[config.mk]
export PLATFORM = sky130hd
export DESIGN_NAME = hid_keyboard_to_ascii_autorepeat_core_flat
export DESIGN_NICKNAME = d
export VERILOG_FILES = /design/src/hw/rtl/hka_pkg.sv /design/src/hw/rtl/hka_req_if.sv /design/src/hw/rtl/hka_rsp_if.sv /design/src/hw/rtl/hka_ram.sv /design/src/hw/rtl/hka_ctrl.sv /design/src/hw/rtl/hka_dp.sv /design/src/hw/rtl/hid_keyboard_to_ascii_autorepeat_core.sv /design/src/flat_wrapper.sv
export SDC_FILE = /design/constraint.sdc
export NUM_CORES = 2
export LEC_CHECK = 0
export BUFFER_PORTS_ARGS = -buffer_cell sky130_fd_sc_hd__buf_2
export CAP_MARGIN = 10
export CORE_MARGIN = 2
export CORE_UTILIZATION = 49
export DETAILED_ROUTE_END_ITERATION = 12
export PLACE_DENSITY = 0.63
export SLEW_MARGIN = 15
export SYNTH_ARGS = -nofsm -noshare
export SYNTH_HDL_FRONTEND = slang
export SYNTH_HIERARCHICAL = 1
export SYNTH_SLANG_ARGS = --single-unit
export TNS_END_PERCENT = 1
[constraint.sdc]
create_clock -name clock -period 8.08 [get_ports clock]
set_input_delay 1.616 -clock clock [delete_from_list [all_inputs] [get_ports clock]]
set_output_delay 1.616 -clock clock [all_outputs]
set_load 0.02 [all_outputs]
[src/hw/rtl/hka_pkg.sv]
package hka_pkg;

   // report and result limits
   localparam int unsigned REPORT_KEYS = 6;
   localparam int unsigned MAX_RESULTS = 7;
   localparam int unsigned IDX_W       = 5;
   localparam int unsigned TIME_W      = 48;
   localparam int unsigned REG_W       = 24;
   localparam int unsigned CNT_W       = 3;

   // command codes
   localparam logic [1:0] CMD_REPORT = 2'd0;
   localparam logic [1:0] CMD_TICK   = 2'd1;
   localparam logic [1:0] CMD_TABLE  = 2'd2;

   // result kinds
   localparam logic KIND_CHAR = 1'b0;
   localparam logic KIND_LED  = 1'b1;

   // register indexes
   localparam logic REG_DELAY  = 1'b0;
   localparam logic REG_PERIOD = 1'b1;

   // key and character constants
   localparam logic [7:0] CAPS_KEY   = 8'h39;
   localparam logic [7:0] MOD_CTRL   = 8'h11;
   localparam logic [7:0] MOD_SHIFT  = 8'h22;
   localparam logic [7:0] CH_LOWER_A = 8'h61;
   localparam logic [7:0] CH_LOWER_Z = 8'h7A;
   localparam logic [1:0] CTRL_RANGE = 2'b01;
   localparam logic [7:0] CTRL_MASK  = 8'h1F;

   // controller to datapath
   typedef struct packed {
      logic             start;
      logic             write_ram;
      logic             free_slots;
      logic             emit_led;
      logic             look_shift;
      logic             take_char;
      logic             emit_char;
      logic             tick_emit;
      logic             finish_report;
      logic             flush;
      logic [IDX_W-1:0] idx;
   } hka_cmd_type;

   // datapath to controller
   typedef struct packed {
      logic emit_ok;
      logic out_free;
      logic pend_valid;
      logic caps_edge;
      logic key_skip;
      logic due;
   } hka_status_type;

endpackage

[src/hw/rtl/hka_req_if.sv]
interface hka_req_if;
   logic        valid;
   logic        ready;
   logic [1:0]  command;
   logic [7:0]  modifier;
   logic [7:0]  key0;
   logic [7:0]  key1;
   logic [7:0]  key2;
   logic [7:0]  key3;
   logic [7:0]  key4;
   logic [7:0]  key5;
   logic [47:0] now_us;
   logic [7:0]  table_index;
   logic [7:0]  table_value;

   modport source (
      output valid, command, modifier, key0, key1, key2, key3, key4, key5,
             now_us, table_index, table_value,
      input  ready
   );
   modport sink (
      input  valid, command, modifier, key0, key1, key2, key3, key4, key5,
             now_us, table_index, table_value,
      output ready
   );
endinterface

[src/hw/rtl/hka_rsp_if.sv]
interface hka_rsp_if;
   logic       valid;
   logic       ready;
   logic       kind;
   logic [7:0] character;
   logic       caps_led;
   logic       last;

   modport source (output valid, kind, character, caps_led, last, input ready);
   modport sink (input valid, kind, character, caps_led, last, output ready);
endinterface

[src/hw/rtl/hka_ram.sv]
module hka_ram #(
   parameter int WIDTH = 8,
   parameter int DEPTH = 256
) (
   input  logic                     clock,
   input  logic                     we,
   input  logic [$clog2(DEPTH)-1:0] waddr,
   input  logic [WIDTH-1:0]         wdata,
   input  logic [$clog2(DEPTH)-1:0] raddr,
   output logic [WIDTH-1:0]         rdata
);
   logic [WIDTH-1:0] mem_ff [DEPTH];
   logic [WIDTH-1:0] rdata_ff;

   // one write port, registered read port
   always_ff @(posedge clock) begin
      if (we) begin
         mem_ff[waddr] <= wdata;
      end
      rdata_ff <= mem_ff[raddr];
   end

   assign rdata = rdata_ff;
endmodule

[src/hw/rtl/hka_ctrl.sv]
module hka_ctrl
   import hka_pkg::*;
#(
   parameter int KEY_SLOTS = 6
) (
   input  logic           clock,
   input  logic           reset,
   input  logic           req_valid,
   input  logic [1:0]     req_command,
   output logic           req_ready,
   input  hka_status_type stat,
   output hka_cmd_type    cmd
);
   typedef enum logic [9:0] {
      S_IDLE  = 10'b0000000001,
      S_WRITE = 10'b0000000010,
      S_FREE  = 10'b0000000100,
      S_CAPS  = 10'b0000001000,
      S_KEY   = 10'b0000010000,
      S_LOOK1 = 10'b0000100000,
      S_LOOK2 = 10'b0001000000,
      S_EMIT  = 10'b0010000000,
      S_TICK  = 10'b0100000000,
      S_FLUSH = 10'b1000000000
   } hka_state_type;

   hka_state_type    state_ff, state_in;
   logic [IDX_W-1:0] idx_ff, idx_in;

   // sequencer
   always_comb begin
      state_in  = state_ff;
      idx_in    = idx_ff;
      req_ready = 1'b0;
      cmd       = '0;
      cmd.idx   = idx_ff;
      case (state_ff)
         S_IDLE: begin
            req_ready = 1'b1;
            if (req_valid) begin
               cmd.start = 1'b1;
               idx_in    = '0;
               case (req_command)
                  CMD_REPORT: state_in = S_FREE;
                  CMD_TICK:   state_in = S_TICK;
                  CMD_TABLE:  state_in = S_WRITE;
                  default:    state_in = S_IDLE;
               endcase
            end
         end
         S_WRITE: begin
            cmd.write_ram = 1'b1;
            state_in      = S_IDLE;
         end
         S_FREE: begin
            cmd.free_slots = 1'b1;
            state_in       = S_CAPS;
         end
         S_CAPS: begin
            if (!stat.caps_edge) begin
               state_in = S_KEY;
            end else if (stat.emit_ok) begin
               cmd.emit_led = 1'b1;
               state_in     = S_KEY;
            end
         end
         S_KEY: begin
            if (idx_ff == IDX_W'(REPORT_KEYS)) begin
               cmd.finish_report = 1'b1;
               state_in          = S_FLUSH;
            end else if (stat.key_skip) begin
               idx_in = idx_ff + IDX_W'(1);
            end else begin
               state_in = S_LOOK1;
            end
         end
         S_LOOK1: begin
            cmd.look_shift = 1'b1;
            state_in       = S_LOOK2;
         end
         S_LOOK2: begin
            cmd.take_char = 1'b1;
            state_in      = S_EMIT;
         end
         S_EMIT: begin
            if (stat.emit_ok) begin
               cmd.emit_char = 1'b1;
               idx_in        = idx_ff + IDX_W'(1);
               state_in      = S_KEY;
            end
         end
         S_TICK: begin
            if (idx_ff == IDX_W'(KEY_SLOTS)) begin
               state_in = S_FLUSH;
            end else if (!stat.due) begin
               idx_in = idx_ff + IDX_W'(1);
            end else if (stat.emit_ok) begin
               cmd.tick_emit = 1'b1;
               idx_in        = idx_ff + IDX_W'(1);
            end
         end
         S_FLUSH: begin
            if (!stat.pend_valid) begin
               state_in = S_IDLE;
            end else if (stat.out_free) begin
               cmd.flush = 1'b1;
               state_in  = S_IDLE;
            end
         end
         default: begin
            state_in = S_IDLE;
         end
      endcase
   end

   always_ff @(posedge clock) begin
      if (reset) begin
         state_ff <= S_IDLE;
         idx_ff   <= '0;
      end else begin
         state_ff <= state_in;
         idx_ff   <= idx_in;
      end
   end

`ifndef SYNTHESIS
   // no held result may linger once the block is back to idle
   assert property (@(posedge clock) disable iff (reset)
      (state_ff == S_IDLE) |-> !stat.pend_valid)
      else $error("held result left behind at idle");
`endif
endmodule

[src/hw/rtl/hka_dp.sv]
module hka_dp
   import hka_pkg::*;
#(
   parameter int KEY_SLOTS   = 6,
   parameter int KEYMAP_KEYS = 128
) (
   input  logic              clock,
   input  logic              reset,
   input  hka_cmd_type       cmd,
   output hka_status_type    stat,
   input  logic [REG_W-1:0]  repeat_delay_us,
   input  logic [REG_W-1:0]  repeat_period_us,
   input  logic [7:0]        req_modifier,
   input  logic [7:0]        req_keys [REPORT_KEYS],
   input  logic [TIME_W-1:0] req_now_us,
   input  logic [7:0]        req_table_index,
   input  logic [7:0]        req_table_value,
   output logic              ram_we,
   output logic [7:0]        ram_waddr,
   output logic [7:0]        ram_wdata,
   output logic [7:0]        ram_raddr,
   input  logic [7:0]        ram_rdata,
   output logic              rsp_valid,
   input  logic              rsp_ready,
   output logic              rsp_kind,
   output logic [7:0]        rsp_character,
   output logic              rsp_caps_led,
   output logic              rsp_last
);
   localparam int RK = (KEY_SLOTS < REPORT_KEYS) ? KEY_SLOTS : REPORT_KEYS;
   localparam int SW = (KEY_SLOTS > 1) ? $clog2(KEY_SLOTS) : 1;

   // latched request
   logic [7:0]        mod_ff;
   logic [7:0]        keys_ff [REPORT_KEYS];
   logic [TIME_W-1:0] now_ff;
   logic [7:0]        tindex_ff, tvalue_ff;

   // keyboard state
   logic [7:0]        prev_ff [REPORT_KEYS];
   logic [7:0]        rkey_ff [KEY_SLOTS];
   logic [7:0]        rchar_ff [KEY_SLOTS];
   logic [TIME_W-1:0] rdl_ff [KEY_SLOTS];
   logic              caps_ff, caps_was_ff;
   logic [7:0]        char_ff;
   logic [CNT_W-1:0]  cnt_ff;

   // held result and output register
   logic              pend_valid_ff, pend_kind_ff, pend_caps_ff;
   logic [7:0]        pend_char_ff;
   logic              out_valid_ff, out_kind_ff, out_caps_ff, out_last_ff;
   logic [7:0]        out_char_ff;

   logic [7:0]    cur_key;
   logic          prev_hit, caps_down, shift_sel, lower, in_map;
   logic [7:0]    map_char;
   logic [SW-1:0] sidx, free_idx;
   logic          free_found, slot_ok;
   logic          emit, out_free;
   logic          new_kind, new_caps;
   logic [7:0]    new_char;

   // current report key and its checks
   always_comb begin
      cur_key   = (cmd.idx < IDX_W'(REPORT_KEYS)) ? keys_ff[cmd.idx[2:0]] : '0;
      prev_hit  = 1'b0;
      caps_down = 1'b0;
      for (int i = 0; i < REPORT_KEYS; i++) begin
         if (prev_ff[i] == cur_key) prev_hit = 1'b1;
         if (keys_ff[i] == CAPS_KEY) caps_down = 1'b1;
      end
   end

   // keymap address and character shaping
   assign lower     = (ram_rdata >= CH_LOWER_A) && (ram_rdata <= CH_LOWER_Z);
   assign shift_sel = ((mod_ff & MOD_SHIFT) != '0) ^ (caps_ff && lower);
   assign ram_raddr = {cur_key[6:0], cmd.look_shift & shift_sel};
   assign in_map    = {1'b0, cur_key} < 9'(KEYMAP_KEYS);

   always_comb begin
      map_char = in_map ? ram_rdata : '0;
      if (((mod_ff & MOD_CTRL) != '0) && (map_char[7:6] == CTRL_RANGE)) begin
         map_char = map_char & CTRL_MASK;
      end
   end

   // first free repeat slot
   always_comb begin
      free_found = 1'b0;
      free_idx   = '0;
      for (int j = 0; j < KEY_SLOTS; j++) begin
         if (!free_found && rkey_ff[j] == '0) begin
            free_found = 1'b1;
            free_idx   = SW'(j);
         end
      end
   end

   // tick slot check
   assign sidx    = cmd.idx[SW-1:0];
   assign slot_ok = cmd.idx < IDX_W'(KEY_SLOTS);

   // result selection
   assign emit     = cmd.emit_led | cmd.emit_char | cmd.tick_emit;
   assign out_free = !out_valid_ff || rsp_ready;

   always_comb begin
      new_kind = KIND_CHAR;
      new_char = char_ff;
      new_caps = caps_ff;
      if (cmd.emit_led) begin
         new_kind = KIND_LED;
         new_char = '0;
         new_caps = !caps_ff;
      end else if (cmd.tick_emit) begin
         new_char = rchar_ff[sidx];
      end
   end

   // status
   always_comb begin
      stat            = '0;
      stat.out_free   = out_free;
      stat.pend_valid = pend_valid_ff;
      stat.emit_ok    = !pend_valid_ff || out_free;
      stat.caps_edge  = caps_down && !caps_was_ff;
      stat.key_skip   = (cur_key == '0) || (cur_key == CAPS_KEY) || prev_hit;
      stat.due        = slot_ok && (rchar_ff[sidx] != '0) &&
                        (now_ff > rdl_ff[sidx]) && (cnt_ff < CNT_W'(MAX_RESULTS));
   end

   // request latch
   always_ff @(posedge clock) begin
      if (cmd.start) begin
         mod_ff    <= req_modifier;
         now_ff    <= req_now_us;
         tindex_ff <= req_table_index;
         tvalue_ff <= req_table_value;
         for (int i = 0; i < REPORT_KEYS; i++) begin
            keys_ff[i] <= (i < RK) ? req_keys[i] : '0;
         end
      end
      if (cmd.take_char) begin
         char_ff <= map_char;
      end
   end

   // keyboard state and result path
   always_ff @(posedge clock) begin
      if (reset) begin
         for (int i = 0; i < REPORT_KEYS; i++) prev_ff[i] <= '0;
         for (int j = 0; j < KEY_SLOTS; j++) begin
            rkey_ff[j]  <= '0;
            rchar_ff[j] <= '0;
            rdl_ff[j]   <= '0;
         end
         caps_ff       <= 1'b0;
         caps_was_ff   <= 1'b0;
         cnt_ff        <= '0;
         pend_valid_ff <= 1'b0;
         out_valid_ff  <= 1'b0;
      end else begin
         if (cmd.start) cnt_ff <= '0;
         else if (emit) cnt_ff <= cnt_ff + CNT_W'(1);

         // drop slots whose key was released
         if (cmd.free_slots) begin
            for (int j = 0; j < KEY_SLOTS; j++) begin
               logic present;
               present = 1'b0;
               for (int i = 0; i < REPORT_KEYS; i++) begin
                  if (keys_ff[i] == rkey_ff[j]) present = 1'b1;
               end
               if (rkey_ff[j] != '0 && !present) begin
                  rkey_ff[j]  <= '0;
                  rchar_ff[j] <= '0;
               end
            end
         end

         if (cmd.emit_led) caps_ff <= !caps_ff;

         // new key takes a repeat slot
         if (cmd.emit_char && free_found) begin
            rkey_ff[free_idx]  <= cur_key;
            rchar_ff[free_idx] <= char_ff;
            rdl_ff[free_idx]   <= now_ff + TIME_W'(repeat_delay_us);
         end

         if (cmd.tick_emit) begin
            rdl_ff[sidx] <= rdl_ff[sidx] + TIME_W'(repeat_period_us);
         end

         if (cmd.finish_report) begin
            for (int i = 0; i < REPORT_KEYS; i++) prev_ff[i] <= keys_ff[i];
            caps_was_ff <= caps_down;
         end

         // output register handshake, unless it is reloaded below
         if (out_valid_ff && rsp_ready && !cmd.flush && !(emit && pend_valid_ff)) begin
            out_valid_ff <= 1'b0;
         end

         // a new result pushes the held one out, not last
         if (emit) begin
            if (pend_valid_ff) begin
               out_valid_ff <= 1'b1;
               out_kind_ff  <= pend_kind_ff;
               out_char_ff  <= pend_char_ff;
               out_caps_ff  <= pend_caps_ff;
               out_last_ff  <= 1'b0;
            end
            pend_valid_ff <= 1'b1;
            pend_kind_ff  <= new_kind;
            pend_char_ff  <= new_char;
            pend_caps_ff  <= new_caps;
         end else if (cmd.flush) begin
            out_valid_ff  <= 1'b1;
            out_kind_ff   <= pend_kind_ff;
            out_char_ff   <= pend_char_ff;
            out_caps_ff   <= pend_caps_ff;
            out_last_ff   <= 1'b1;
            pend_valid_ff <= 1'b0;
         end
      end
   end

   assign ram_we        = cmd.write_ram;
   assign ram_waddr     = tindex_ff;
   assign ram_wdata     = tvalue_ff;
   assign rsp_valid     = out_valid_ff;
   assign rsp_kind      = out_kind_ff;
   assign rsp_character = out_char_ff;
   assign rsp_caps_led  = out_caps_ff;
   assign rsp_last      = out_last_ff;

`ifndef SYNTHESIS
   // a result is produced only when the held one can move on
   assert property (@(posedge clock) disable iff (reset)
      emit |-> (!pend_valid_ff || out_free))
      else $error("result produced while output path is full");

   // caps lock only changes together with an led item
   assert property (@(posedge clock) disable iff (reset)
      (!$past(reset) && (caps_ff != $past(caps_ff))) |-> $past(cmd.emit_led))
      else $error("caps lock changed without led item");
`endif
endmodule

[src/hw/rtl/hid_keyboard_to_ascii_autorepeat_core.sv]
// channel   | direction | handshake      | payload
// req_ch    | in        | valid / ready  | command, modifier, key0..key5, now_us, table_*
// rsp_ch    | out       | valid / ready  | kind, character, caps_led, last
// csr_*     | in        | apb, pready=1  | repeat_delay_us (0x0), repeat_period_us (0x4)
//
// a table write is one sequencer step; a tick visits each repeat slot and can wait on output stalls
// a report visits each report key; each newly pressed key takes two keymap reads
// items are taken one at a time; the last result waits in the output register
// while the next item is accepted
// synchronous reset clears keyboard state and loads the register defaults; the keymap is not cleared
// a stalled result channel holds the sequencer at its next result
module hid_keyboard_to_ascii_autorepeat_core
   import hka_pkg::*;
#(
   parameter int KEY_SLOTS   = 6,
   parameter int KEYMAP_KEYS = 128
) (
   input  logic        clock,
   input  logic        reset,
   hka_req_if.sink     req_ch,
   hka_rsp_if.source   rsp_ch,
   input  logic        csr_psel,
   input  logic        csr_penable,
   input  logic        csr_pwrite,
   input  logic [2:0]  csr_paddr,
   input  logic [31:0] csr_pwdata,
   output logic [31:0] csr_prdata,
   output logic        csr_pready
);
   logic [REG_W-1:0] delay_ff, period_ff;
   hka_cmd_type      cmd;
   hka_status_type   stat;
   logic [7:0]       req_keys [REPORT_KEYS];
   logic             ram_we;
   logic [7:0]       ram_waddr, ram_wdata, ram_raddr, ram_rdata;

   // register file
   assign csr_pready = 1'b1;
   always_ff @(posedge clock) begin
      if (reset) begin
         delay_ff  <= REG_W'(500000);
         period_ff <= REG_W'(50000);
      end else if (csr_psel && csr_penable && csr_pwrite) begin
         if (csr_paddr[2] == REG_DELAY) delay_ff <= csr_pwdata[REG_W-1:0];
         else period_ff <= csr_pwdata[REG_W-1:0];
      end
   end

   assign csr_prdata = (csr_paddr[2] == REG_PERIOD) ? {8'd0, period_ff} : {8'd0, delay_ff};

   assign req_keys[0] = req_ch.key0;
   assign req_keys[1] = req_ch.key1;
   assign req_keys[2] = req_ch.key2;
   assign req_keys[3] = req_ch.key3;
   assign req_keys[4] = req_ch.key4;
   assign req_keys[5] = req_ch.key5;

   hka_ctrl #(.KEY_SLOTS(KEY_SLOTS)) u_ctrl (
      .clock       (clock),
      .reset       (reset),
      .req_valid   (req_ch.valid),
      .req_command (req_ch.command),
      .req_ready   (req_ch.ready),
      .stat        (stat),
      .cmd         (cmd)
   );

   hka_dp #(.KEY_SLOTS(KEY_SLOTS), .KEYMAP_KEYS(KEYMAP_KEYS)) u_dp (
      .clock            (clock),
      .reset            (reset),
      .cmd              (cmd),
      .stat             (stat),
      .repeat_delay_us  (delay_ff),
      .repeat_period_us (period_ff),
      .req_modifier     (req_ch.modifier),
      .req_keys         (req_keys),
      .req_now_us       (req_ch.now_us),
      .req_table_index  (req_ch.table_index),
      .req_table_value  (req_ch.table_value),
      .ram_we           (ram_we),
      .ram_waddr        (ram_waddr),
      .ram_wdata        (ram_wdata),
      .ram_raddr        (ram_raddr),
      .ram_rdata        (ram_rdata),
      .rsp_valid        (rsp_ch.valid),
      .rsp_ready        (rsp_ch.ready),
      .rsp_kind         (rsp_ch.kind),
      .rsp_character    (rsp_ch.character),
      .rsp_caps_led     (rsp_ch.caps_led),
      .rsp_last         (rsp_ch.last)
   );

   // keymap, unshifted and shifted entry per keycode
   hka_ram #(.WIDTH(8), .DEPTH(256)) u_keymap (
      .clock (clock),
      .we    (ram_we),
      .waddr (ram_waddr),
      .wdata (ram_wdata),
      .raddr (ram_raddr),
      .rdata (ram_rdata)
   );
endmodule

[src/flat_wrapper.sv]
// flat-port wrapper written by rule: the top's interface ports become plain ports
module hid_keyboard_to_ascii_autorepeat_core_flat import hka_pkg::*;
#(
   parameter int KEY_SLOTS   = 6,
   parameter int KEYMAP_KEYS = 128
)
  (clock, reset, csr_psel, csr_penable, csr_pwrite, csr_paddr, csr_pwdata, csr_prdata, csr_pready, req_ch_valid, req_ch_command, req_ch_modifier, req_ch_key0, req_ch_key1, req_ch_key2, req_ch_key3, req_ch_key4, req_ch_key5, req_ch_now_us, req_ch_table_index, req_ch_table_value, req_ch_ready, rsp_ch_valid, rsp_ch_kind, rsp_ch_character, rsp_ch_caps_led, rsp_ch_last, rsp_ch_ready);
  hka_req_if req_ch_i ();
  hka_rsp_if rsp_ch_i ();
  input  logic clock;
  input  logic reset;
  input  logic csr_psel;
  input  logic csr_penable;
  input  logic csr_pwrite;
  input  logic [2:0] csr_paddr;
  input  logic [31:0] csr_pwdata;
  output logic [31:0] csr_prdata;
  output logic csr_pready;
  input wire logic [$bits(req_ch_i.valid)-1:0] req_ch_valid;
  input wire logic [$bits(req_ch_i.command)-1:0] req_ch_command;
  input wire logic [$bits(req_ch_i.modifier)-1:0] req_ch_modifier;
  input wire logic [$bits(req_ch_i.key0)-1:0] req_ch_key0;
  input wire logic [$bits(req_ch_i.key1)-1:0] req_ch_key1;
  input wire logic [$bits(req_ch_i.key2)-1:0] req_ch_key2;
  input wire logic [$bits(req_ch_i.key3)-1:0] req_ch_key3;
  input wire logic [$bits(req_ch_i.key4)-1:0] req_ch_key4;
  input wire logic [$bits(req_ch_i.key5)-1:0] req_ch_key5;
  input wire logic [$bits(req_ch_i.now_us)-1:0] req_ch_now_us;
  input wire logic [$bits(req_ch_i.table_index)-1:0] req_ch_table_index;
  input wire logic [$bits(req_ch_i.table_value)-1:0] req_ch_table_value;
  output wire logic [$bits(req_ch_i.ready)-1:0] req_ch_ready;
  output wire logic [$bits(rsp_ch_i.valid)-1:0] rsp_ch_valid;
  output wire logic [$bits(rsp_ch_i.kind)-1:0] rsp_ch_kind;
  output wire logic [$bits(rsp_ch_i.character)-1:0] rsp_ch_character;
  output wire logic [$bits(rsp_ch_i.caps_led)-1:0] rsp_ch_caps_led;
  output wire logic [$bits(rsp_ch_i.last)-1:0] rsp_ch_last;
  input wire logic [$bits(rsp_ch_i.ready)-1:0] rsp_ch_ready;
  assign req_ch_i.valid = req_ch_valid;
  assign req_ch_i.command = req_ch_command;
  assign req_ch_i.modifier = req_ch_modifier;
  assign req_ch_i.key0 = req_ch_key0;
  assign req_ch_i.key1 = req_ch_key1;
  assign req_ch_i.key2 = req_ch_key2;
  assign req_ch_i.key3 = req_ch_key3;
  assign req_ch_i.key4 = req_ch_key4;
  assign req_ch_i.key5 = req_ch_key5;
  assign req_ch_i.now_us = req_ch_now_us;
  assign req_ch_i.table_index = req_ch_table_index;
  assign req_ch_i.table_value = req_ch_table_value;
  assign req_ch_ready = req_ch_i.ready;
  assign rsp_ch_valid = rsp_ch_i.valid;
  assign rsp_ch_kind = rsp_ch_i.kind;
  assign rsp_ch_character = rsp_ch_i.character;
  assign rsp_ch_caps_led = rsp_ch_i.caps_led;
  assign rsp_ch_last = rsp_ch_i.last;
  assign rsp_ch_i.ready = rsp_ch_ready;
  hid_keyboard_to_ascii_autorepeat_core #(.KEY_SLOTS(KEY_SLOTS), .KEYMAP_KEYS(KEYMAP_KEYS)) u_core (.clock(clock), .reset(reset), .req_ch(req_ch_i), .rsp_ch(rsp_ch_i), .csr_psel(csr_psel), .csr_penable(csr_penable), .csr_pwrite(csr_pwrite), .csr_paddr(csr_paddr), .csr_pwdata(csr_pwdata), .csr_prdata(csr_prdata), .csr_pready(csr_pready));
endmodule
==> metrics.log <==
INFO  metric result_of_the_run = finished clean
INFO  metric pre_antenna_drt_iters = 8
INFO  metric p_leak = 43.7 nW
INFO  metric slowest_delay = 760 ps
INFO  metric synth.avg_cell_area = 16.3 µm²
INFO  metric number_of_antenna_violations_at_the_first_check_in_global_routing = 5
INFO  metric die_w = 503 µm
INFO  metric setup_viol = 0
INFO  metric maxCapViolations = 0
INFO  metric io_buffers = 186
INFO  metric synth_area_leader_cell = sky130_fd_sc_hd__edfxtp_1
INFO  metric fp-row-count = 183
INFO  metric critical_path.cell_chain = buf_4 -> nor2b_1 -> a22oi_1 -> o21ai_0 -> a21oi_2 -> ha_1 -> nand3_1 -> nor3_1 -> nand4_1 -> or4_1 -> or3_1 -> o311ai_0 -> buf_4 -> a41oi_1 -> o31a_1 -> nand2_1 -> nor2_1 -> nor2b_1 -> buf_4 -> nand2_2 -> inv_2 -> buf_12 -> nand3_1 -> o211ai_1
INFO  metric worst-slew-pin-transition = 1200 ps
INFO  metric syn_inst_count = 7,500
INFO  metric grt_start_max_net_pins = 228
INFO  metric vias = 72,000
INFO  metric cts_setup_buffers = 0
INFO  metric die_height = 503 µm
INFO  metric grt_remaining_overflow = 0
INFO  metric h-tree-depth = 5
INFO  metric globalRouteTotalUtil = 26.5%
INFO  metric multiInputGateArea = 35,400 µm²
INFO  metric worstPathArrival = 8210 ps
INFO  metric detail_route.wirelength = 340 mm
INFO  metric wire_per_inst = 30.0 µm
INFO  metric fin_area = 137,000 µm²
INFO  metric required = 8710 ps
INFO  metric clk_root_buffer_cell = sky130_fd_sc_hd__clkbuf_16
INFO  metric synth-warning-count = 6
INFO  metric worstSetupEndpointType = flip-flop
INFO  metric timing_hold_violations_final = 0
INFO  metric buf_inv_on_cp = 5
INFO  metric critPathTopFamily = simple AND/OR/NAND/NOR gates
INFO  metric cts-root-to-sink-buffers = 4
INFO  metric synth_top_area_cells = sky130_fd_sc_hd__edfxtp_1 67%, sky130_fd_sc_hd__mux4_2 8.8%, sky130_fd_sc_hd__mux2i_1 2.0%
INFO  metric synth_flop_cell = sky130_fd_sc_hd__edfxtp_1
INFO  metric first_iter_violations = 8,808
INFO  metric powerDensity = 235 nW/µm²
INFO  metric synth_edf_count = 2,737
INFO  metric clkLatencyLatePin = 930 ps
INFO  metric fin_worst_skew = 63.7 ps
INFO  metric detailed_place_hpwl = 210 mm
INFO  metric cts-resized-gates = 0
INFO  metric rsz0062_at_grt = no
INFO  metric timing.critical_path.fanout_max = 41
INFO  metric fin_setup_tns = 0 ps
INFO  metric ir_drop = 0.253 mV
INFO  metric finalNetCount = 8,032
INFO  metric number_of_antenna_violating_nets_in_the_routed_design = 0
INFO  metric final_layout_size_suffix_gt1_share = 19.5%
INFO  metric crit_path_frequent_cell = sky130_fd_sc_hd__buf_4
INFO  metric timing.fmax = 132 MHz
INFO  metric post_route_drc = 0
INFO  metric post-route-period-util = 93.9%
INFO  metric dpl-instance-area = 127,000 µm²
INFO  metric drt-vias-per-instance = 6.35
INFO  metric tritoncts = built
INFO  metric postSynth.asyncResetShare = 0%
INFO  metric grt_pass1_wl = 490 mm
INFO  metric postSynthRegisterBits = 2,815
INFO  metric grt_pass1_vias = 70,900
INFO  metric holdCritPathClass = flip-flop to flip-flop
INFO  metric timing.max_slew.rel_slack = 19.7%
INFO  metric gpl.final_weighted_congestion = 0.910
INFO  metric synth_common_cells = 2,737 x sky130_fd_sc_hd__edfxtp_1, 477 x sky130_fd_sc_hd__mux4_2, 472 x sky130_fd_sc_hd__nor2_1
INFO  metric clk_sinks = 2,815
INFO  metric maxSlewViolCount = 0
INFO  metric cts-buffers-inserted = 311
INFO  metric synthMostInstantiatedCell = sky130_fd_sc_hd__edfxtp_1
INFO  metric die_area = 253,000 µm²
INFO  metric critical_setup_path_kind = flip-flop to flip-flop
INFO  metric initial_core_util = 49.2%
INFO  metric i_o_pin_count = 210
INFO  metric synthToLayoutAreaGrowth = 12.3%
INFO  metric seq_area = 83,800 µm²
INFO  metric nFillCells = 19,400
INFO  metric hold_buffers = 0
INFO  metric clk_pin_slew = 60 ps
INFO  metric mappedNetlistArea = 122,000 µm²
INFO  metric worstSetupStartpointType = flip-flop
INFO  metric synth_top_area_share = 67.4%
INFO  metric synth.lib_cells_used.distinct = 108
INFO  metric core_region_area = 248,000 µm²
INFO  metric timing.final.crit_period = 7590 ps
INFO  metric slowest_stage_cell_crit_path = sky130_fd_sc_hd__dfxtp_4
INFO  metric seq_area_frac_synth = 68.6%
## worst register-to-register path, stage by stage, from the launching register on
cell and delay (ps):
sky130_fd_sc_hd__dfxtp_4 760, sky130_fd_sc_hd__buf_4 500, sky130_fd_sc_hd__nor2b_1 180, sky130_fd_sc_hd__a22oi_1 210, sky130_fd_sc_hd__o21ai_0 140, sky130_fd_sc_hd__a21oi_2 560
sky130_fd_sc_hd__ha_1 240, sky130_fd_sc_hd__nand3_1 80, sky130_fd_sc_hd__nor3_1 580, sky130_fd_sc_hd__nand4_1 270, sky130_fd_sc_hd__or4_1 670, sky130_fd_sc_hd__or3_1 470
sky130_fd_sc_hd__o311ai_0 420, sky130_fd_sc_hd__buf_4 240, sky130_fd_sc_hd__a41oi_1 100, sky130_fd_sc_hd__o31a_1 270, sky130_fd_sc_hd__nand2_1 100, sky130_fd_sc_hd__nor2_1 70
sky130_fd_sc_hd__nor2b_1 160, sky130_fd_sc_hd__buf_4 220, sky130_fd_sc_hd__nand2_2 310, sky130_fd_sc_hd__inv_2 270, sky130_fd_sc_hd__buf_12 240, sky130_fd_sc_hd__nand3_1 170
sky130_fd_sc_hd__o211ai_1 100
## sequential cells by signal, summed over array words and instances (netlist names), 10 cells and up
register	flops
u_core/delay_ff	24
u_core/u_dp/rdl_ff	384
u_core/u_keymap/mem_ff	2048
u_core/u_dp/now_ff	48
u_core/u_dp/keys_ff	48
u_core/u_dp/prev_ff	48
u_core/period_ff	24
u_core/u_dp/rchar_ff	64
u_core/u_dp/rkey_ff	48
u_core/u_ctrl/state_ff	10
## per-layer routing
metal | wire, µm | global-route usage (%) | part of all wire [%] | vias up
met4 | 14300 | 10.7 | 4.2 | 0
met1 | 135000 | 36.7 | 40 | 37100
met5 | 0 | 0 | 0 | -
met2 | 161000 | 42.0 | 47 | 3715
li1 | - | - | - | 30500
met3 | 29500 | 4.36 | 8.7 | 737
## power breakdown
group	switching [mW]	total, mW	internal [mW]	leakage (nW)
clock	5.62	13.5	7.91	4.72
sequential	0.132	16.4	16.3	25.8
combinational	1.57	2.25	0.679	13.1
total	7.32	32.2	24.9	43.7
## logic make-up after synthesis
family,after synthesis,share of synthesized area [%]
AO/OA/AOI/OAI,1216,6.73
XOR/XNOR,422,3.05
adder cells (fa/ha/maj),101,1.05
buffers and inverters,628,2.59
flip-flops,2815,68.6
multiplexers,779,11.4
other,3,0.00923
AND/OR/NAND/NOR,1536,6.55
## placed cells by master (no fill, tap or decap), types with 75 or more instances in the layout
| cell type | n |
|---|---|
| sky130_fd_sc_hd__edfxtp_1 | 2737 |
| sky130_fd_sc_hd__mux4_2 | 477 |
| sky130_fd_sc_hd__nor2_1 | 467 |
| sky130_fd_sc_hd__clkbuf_16 | 319 |
| sky130_fd_sc_hd__o22ai_1 | 280 |
| sky130_fd_sc_hd__buf_4 | 267 |
| sky130_fd_sc_hd__mux2i_1 | 248 |
| sky130_fd_sc_hd__nand2_1 | 222 |
| sky130_fd_sc_hd__xnor2_1 | 211 |
| sky130_fd_sc_hd__xor2_1 | 208 |
| sky130_fd_sc_hd__a22oi_1 | 201 |
| sky130_fd_sc_hd__a21oi_1 | 196 |
| sky130_fd_sc_hd__buf_2 | 185 |
| sky130_fd_sc_hd__o21ai_0 | 148 |
| sky130_fd_sc_hd__and2_1 | 110 |
| sky130_fd_sc_hd__nand3_1 | 108 |
| sky130_fd_sc_hd__ha_1 | 99 |
| sky130_fd_sc_hd__nor4_1 | 96 |
| sky130_fd_sc_hd__nand4_1 | 95 |
| sky130_fd_sc_hd__nand2b_1 | 82 |
| sky130_fd_sc_hd__dfxtp_1 | 75 |
## final cells by class
class	instances	area share [%]
Sequential cell	2815	61.1
Multi-Input combinational cell	4079	25.9
Clock buffer	382	6.05
Tap cell	3330	3.04
Timing Repair Buffer	491	2.71
Clock inverter	159	0.976
Inverter	69	0.198
Antenna cell	6	0.0110
## path summary, 6_finish.rpt
kind / slack, ps / from / endpoint / cells after the start
setup / recovery: 490 / u_core/u_ctrl/idx_ff[2] / u_core/u_dp/rdl_ff[6][43] / 24
setup reg to reg: 490 / u_core/u_ctrl/idx_ff[2] / u_core/u_dp/rdl_ff[6][43] / 24
hold reg to reg: 430 / u_core/u_dp/pend_caps_ff / u_core/u_dp/rsp_caps_led / 0
hold / removal: 430 / u_core/u_dp/pend_caps_ff / u_core/u_dp/rsp_caps_led / 0
## through the flow
| step | setup slack (ps) | total power, mW | std cells | hold WS [ps] | util [%] |
|---|---|---|---|---|---|
| after CTS | 658 | 32.4 | 11300 | 428 | 55.2 |
| after global routing | 341 | 33.1 | 11300 | 436 | 55.2 |
| after floorplan | 637 | 18.0 | 7522 | 400 | - |
| after detailed placement | 669 | 18.9 | 10800 | 413 | 51.3 |
| after global placement | 758 | 18.9 | 10800 | 410 | 51.3 |
| final | 494 | 32.2 | 11300 | 427 | 55.2 |
No activity file was read; power rests on OpenSTA's default activity.
